$ cat config.mk
export PLATFORM = sky130hd
export DESIGN_NAME = rrp_ctrl
export DESIGN_NICKNAME = d
export VERILOG_FILES = /design/src/design/rrp_pkg.sv /design/src/design/rrp_ctrl.sv
export SDC_FILE = /design/constraint.sdc
export NUM_CORES = 1
export LEC_CHECK = 0
export BUFFER_PORTS_ARGS = -buffer_cell sky130_fd_sc_hd__buf_2
export CORE_AREA = 5 5 42 44
export CTS_CLUSTER_SIZE = 16
export DETAILED_ROUTE_END_ITERATION = 12
export DIE_AREA = 0 0 47 49
export PLACE_DENSITY = 0.46
export SLEW_MARGIN = 20
export SYNTH_ARGS = -nofsm -noshare
export SYNTH_HDL_FRONTEND = slang
export SYNTH_SLANG_ARGS = --single-unit
$ cat constraint.sdc
create_clock -name clk -period 2.1 [get_ports clk]
set_input_delay 0.315 -clock clk [delete_from_list [all_inputs] [get_ports clk]]
set_output_delay 0.315 -clock clk [all_outputs]
set_load 0.005 [all_outputs]
$ cat src/design/rrp_pkg.sv
// ----------------------------------------------------------------------------
// rrp_pkg: shared types and constants of the rectangle raster painter
// Operation codes, result codes, register indexes and the control and status
// groups that run between the controller and the datapath.
// ----------------------------------------------------------------------------
package rrp_pkg;

  // Field widths fixed by the interface
  localparam int FIELD_W = 20;   // Q12.8 coordinate fields
  localparam int CHAR_W  = 8;
  localparam int CFG_W   = 9;    // widest configuration register
  localparam int DIM_W   = 11;   // holds a clamped canvas size up to 1024

  // Register indexes on the configuration port
  localparam logic [1:0] CFG_WIDTH  = 2'd0;
  localparam logic [1:0] CFG_HEIGHT = 2'd1;
  localparam logic [1:0] CFG_BG     = 2'd2;

  // Shape letters
  localparam logic [CHAR_W-1:0] LETTER_OUTLINE = 8'h72;  // 'r'
  localparam logic [CHAR_W-1:0] LETTER_FILLED  = 8'h52;  // 'R'

  // Reset values of the registers
  localparam logic [CFG_W-1:0]  RESET_WIDTH  = 9'd256;
  localparam logic [CFG_W-1:0]  RESET_HEIGHT = 9'd256;
  localparam logic [CHAR_W-1:0] RESET_BG     = 8'd32;

  typedef enum logic [1:0] {
    MODE_CLEAR = 2'd0,
    MODE_DRAW  = 2'd1,
    MODE_READ  = 2'd2,
    MODE_NOP   = 2'd3
  } mode_t;

  typedef enum logic [1:0] {
    STAT_OK        = 2'd0,
    STAT_BAD_SHAPE = 2'd1,
    STAT_OUTSIDE   = 2'd2
  } status_t;

  typedef enum logic [2:0] {
    ST_IDLE,
    ST_DECODE,
    ST_SWEEP,
    ST_READ,
    ST_RESP
  } state_t;

  // Controller to datapath
  typedef struct packed {
    logic load;   // capture an accepted item
    logic step;   // advance the pixel sweep by one pixel
    logic rd;     // read one canvas pixel
  } dp_cmd_t;

  // Datapath to controller
  typedef struct packed {
    mode_t mode;
    logic  bad_shape;
    logic  outside;
    logic  last;  // sweep sits on the last pixel of the canvas
  } dp_stat_t;

endpackage

$ cat src/design/rrp_ctrl.sv
// ----------------------------------------------------------------------------
// rrp_ctrl: sequencer of the rectangle raster painter
// Accepts an item, decides its path from the datapath flags, runs the pixel
// sweep or the single read, and strobes the result for one cycle.
// ----------------------------------------------------------------------------
module rrp_ctrl (
  input  logic              clk,
  input  logic              rst,
  input  logic              start,
  output logic              busy,
  output logic              done,
  output rrp_pkg::dp_cmd_t  cmd,
  input  rrp_pkg::dp_stat_t stat
);
  import rrp_pkg::*;

  state_t state, state_next;

  // State register
  always_ff @(posedge clk) begin
    if (rst) begin
      state <= ST_IDLE;
    end else begin
      state <= state_next;
    end
  end

  // Next state and commands
  always_comb begin
    state_next = state;
    cmd        = '0;
    busy       = 1'b1;
    done       = 1'b0;
    case (state)
      ST_IDLE: begin
        busy = 1'b0;
        if (start) begin
          cmd.load   = 1'b1;
          state_next = ST_DECODE;
        end
      end
      ST_DECODE: begin
        case (stat.mode)
          MODE_CLEAR: state_next = ST_SWEEP;
          MODE_DRAW:  state_next = stat.bad_shape ? ST_RESP : ST_SWEEP;
          MODE_READ:  state_next = stat.outside ? ST_RESP : ST_READ;
          default:    state_next = ST_RESP;
        endcase
      end
      ST_SWEEP: begin
        cmd.step = 1'b1;
        if (stat.last) begin
          state_next = ST_RESP;
        end
      end
      ST_READ: begin
        cmd.rd     = 1'b1;
        state_next = ST_RESP;
      end
      ST_RESP: begin
        done       = 1'b1;
        state_next = ST_IDLE;
      end
      default: begin
        state_next = ST_IDLE;
      end
    endcase
  end

  // A sweep only runs for clear or for a good draw
  a_sweep_path: assert property (@(posedge clk) disable iff (rst)
    cmd.step |-> (stat.mode == MODE_CLEAR) || (stat.mode == MODE_DRAW && !stat.bad_shape))
    else $error("pixel sweep on an item that paints nothing");

  // A read is only issued for an in-range pixel
  a_read_path: assert property (@(posedge clk) disable iff (rst)
    cmd.rd |-> (stat.mode == MODE_READ) && !stat.outside)
    else $error("canvas read outside the canvas");

  // Every accepted item passes through decode before its result
  a_no_early_done: assert property (@(posedge clk) disable iff (rst)
    cmd.load |=> !done)
    else $error("result strobed right after accept");

endmodule

Yosys cells after proc, flatten, opt, wreduce, memory -nomap -nowiden
Index checks and enable logic that the tools add are counted.
- equal/unequal tests: 8
- muxes and demuxes: 12
- reduce and logical (&&, ||, !) cells: 3
- operators by type and width (operator ; count):
    $mux W3 ; 4
    $pmux W3 S4 ; 1
    $pmux W3 S3 ; 1
    $eq A3 B2 Y1 const B ; 2
    $mux W1 ; 6
    $ne A2 B2 Y1 const B ; 2
    $eq A3 B1 Y1 const B ; 1
    $eq A3 B3 Y1 const B ; 1
    $logic_not A3 Y1 ; 1
    $eq A2 B1 Y1 const B ; 1
    $eq A2 B2 Y1 const B ; 1
    $logic_not A2 Y1 ; 1
    $reduce_and A2 Y1 ; 1
- register bits: 3
- input port bits: 8
- logic and storage cells: 24

Logic depth before layout (Yosys ltp)
- depth in word-level cells: 3
- mapped depth: 4
- depth with buffers taken out: 3

Worst setup path before layout
OpenSTA, ideal clock, no wires.
- kind: flip-flop to output port
- from: reg state[0]
- to: out cmd[2] in the netlist's numbering
- arrival: 889 ps
- data required time: 1785 ps
- path slack: 896 ps
- cell stages (with the launch flop): 4
- path buffers: 1
- cell sequence: dfxtp_1 buf_6 or3_4 nor2_2
- RTL lines (element ; line ; source):
    from (decl) ; rrp_ctrl.sv:17 ; state_t state, state_next;
    from (signal assigned) ; rrp_ctrl.sv:24 ; state <= state_next;
    to (decl) ; rrp_ctrl.sv:12 ; output rrp_pkg::dp_cmd_t cmd,

==> results by group <==
Detailed routing
  • Antenna viol nets, final: 0
  • DRT iter0 DRCs: 1
  • Vias per cell: 3.85
  • DRC: 0
  • WL/cell: 8.50 µm
  • DRT Wirelength: 459 µm
  • TritonRoute pass-1 iters: 2
  • Vias after detailed routing: 208

Final layout
  • Largest register FFs: 3
  • Layout cell share with drive strength beyond 1: 47.4%
  • Top flop regs: state: 3 flops
  • Top reg by flops: state
  • Layout net count: 47
  • Area growth from synthesis to layout: 49.0%
  • # diodes: 0

Clock network
  • Clock Path Buffers: 2
  • # H-tree levels: 1
  • Num Clock Sinks: 3
  • CTS clk-pin slew, worst paths: 0.04 ns
  • Hold Buf Count CTS: 0
  • Post-CTS Setup Repair Bufs: 0
  • Root buffer selected by CTS: clkbuf_4
  • CTS tree: done
  • Clock Latency Late Sink: 0.23 ns
  • CTS resizes: 0
  • Clock buffer count from CTS: 3

Yosys
  • Synth Register Bits: 3
  • Post-Synthesis Cells: 23
  • Post-synth top area cell: dfxtp_1
  • Syn avg cell area: 8.43 µm²
  • Synth async-reset ratio: 0%
  • Top cell type's share of synthesized area: 31.0%
  • Warnings from Yosys: 0
  • Synth cell count leaders: dfxtp_1 (3), nor3b_1 (3), o21ai_0 (3)
  • Syn nets: 31
  • Synth area leaders: dfxtp_1 (31%), nor3b_1 (12%), o21ai_0 (7.7%)
  • Most used DFF post-synth: dfxtp_1
  • EDFF count, synth: 0
  • Count of different cell masters after synthesis: 16
  • Post-Syn Area: 194 µm²
  • Sequential fraction of the synthesis area: 31.0%

STA
  • Fin. max-slew vios: 0
  • Setup_tns: 0 ns
  • Final Skew: 0.00198 ns
  • RSZ-0062 raised after global routing: false
  • Setup Viol. Count Final: 0
  • WHS: 0.279 ns
  • Final hold vios: 0
  • Least-Margin Pin Slew: 0.269 ns
  • Rel. slew slack: 82.1%
  • Final worst path period need: 1.52 ns
  • Max Fclk: 658 MHz
  • Period Utilization, post-route: 72.3%

Global routing
  • First-pass GRT wire length: 676 µm
  • Largest net degree at the start of global routing: 10
  • GR Util All Layers: 4.36%
  • Initial antenna violation count: 0
  • Vias in the first global route: 191
  • GRT overflow: 0

Worst setup path
  • Critical Path Sink Type: output pin
  • Data required time of the worst path: 1.78 ns
  • Max FO, Critical Path: 9
  • Critical path arrival: 1.20 ns
  • CP Launch Type: register
  • Crit Path Class: register to output pin
  • Internal reg-to-reg setup slack: 1.07 ns

Run
  • Max capacitance violation total: 0

Pwr
  • Seq pwr share: 32.9%
  • Total power draw: 207 µW
  • VDD IR max: 0.138 mV
  • Total power per unit cell area: 718 nW/µm²
  • Switching part of the total: 25.6%
  • Part of the power in combinational logic: 17.4%
  • Int Power: 154 µW
  • Part of the power in the clock network: 49.7%
  • Sw Pwr: 53.2 µW
  • Pleak: 0.132 nW

Die
  • Io pins: 13
  • Core Area: 1400 µm²
  • Die area: 2300 µm²
  • Die Wd: 47 µm
  • Starting density of the core: 13.8%
  • Die H: 49 µm
  • Num rows: 14

Placement
  • Port Buf Inserts: 12
  • GP Congestion: 0.615

Worst hold path
  • HP Class: primary input to register

Outcome
  • Outcome: finished, final reports clean
cell type report:
type / count / area (µm²)
repair buffers: 12 / 60.1
fillers: 169 / 1110
multi-input cells: 18 / 119
clock buffers: 4 / 26.3
flip-flops and latches: 3 / 60.1
well taps: 16 / 20.0
inverters: 1 / 3.75
routing by layer:
layer	global-route usage (%)	wire [µm]	up-vias
met5	0	0	-
met4	6.91	0	0
met3	0	44	0
met2	5.43	223	7
met1	5.03	191	88
li1	-	-	113
worst paths after layout:
check	start	end	cells after the start
worst max-delay path	state[0]$_SDFFE_PP0P_	cmd[2]	3
worst min-delay path	rst	state[0]$_SDFFE_PP0P_	2
worst max register to register	state[0]$_SDFFE_PP0P_	state[2]$_SDFFE_PP0P_	3
worst min register to register	state[2]$_SDFFE_PP0P_	state[0]$_SDFFE_PP0P_	1
cells in the final DEF (no fill, tap or decap), types with 2 or more instances in the layout:
master    count
dfxtp_1       3
buf_2        12
o21ai_0       3
nor4_1        2
clkbuf_4      3
nor3b_1       3
logic make-up (layout without fill, tap and decap cells):
family,Yosys count,in the layout,share of synthesized area [%]
AOI/OAI and AO/OA,5,5,14.2
buffers and inverters,2,17,7.74
DFF,3,3,31.0
muxes,1,1,5.16
and+or+nand+nor,12,12,41.9
worst max-delay path: stages, from the launching register on:
cell     delay (ns)
dfxtp_1        0.38
or3_4          0.42
nor2_2         0.07
buf_2          0.11
metrics by stage:
step	instances	utilization [%]	worst slack [ns]	instance area, µm²
after floorplan	23	-	0.896	194
after global placement	50	18.8	0.836	263
after detailed placement	50	18.8	0.823	263
after CTS	54	20.6	0.566	289
after global routing	54	20.6	0.541	289
final	54	20.6	0.581	289
power by group through the flow:
stage | combinational [mW] | clock (mW) | sequential [mW]
after floorplan | 0.0255 | 0 | 0.0656
after global placement | 0.0370 | 0 | 0.0692
after detailed placement | 0.0367 | 0 | 0.0693
after CTS | 0.0370 | 0.110 | 0.0682
after global routing | 0.0396 | 0.109 | 0.0701
final | 0.0360 | 0.103 | 0.0683
No activity file was read; power rests on OpenSTA's default activity.
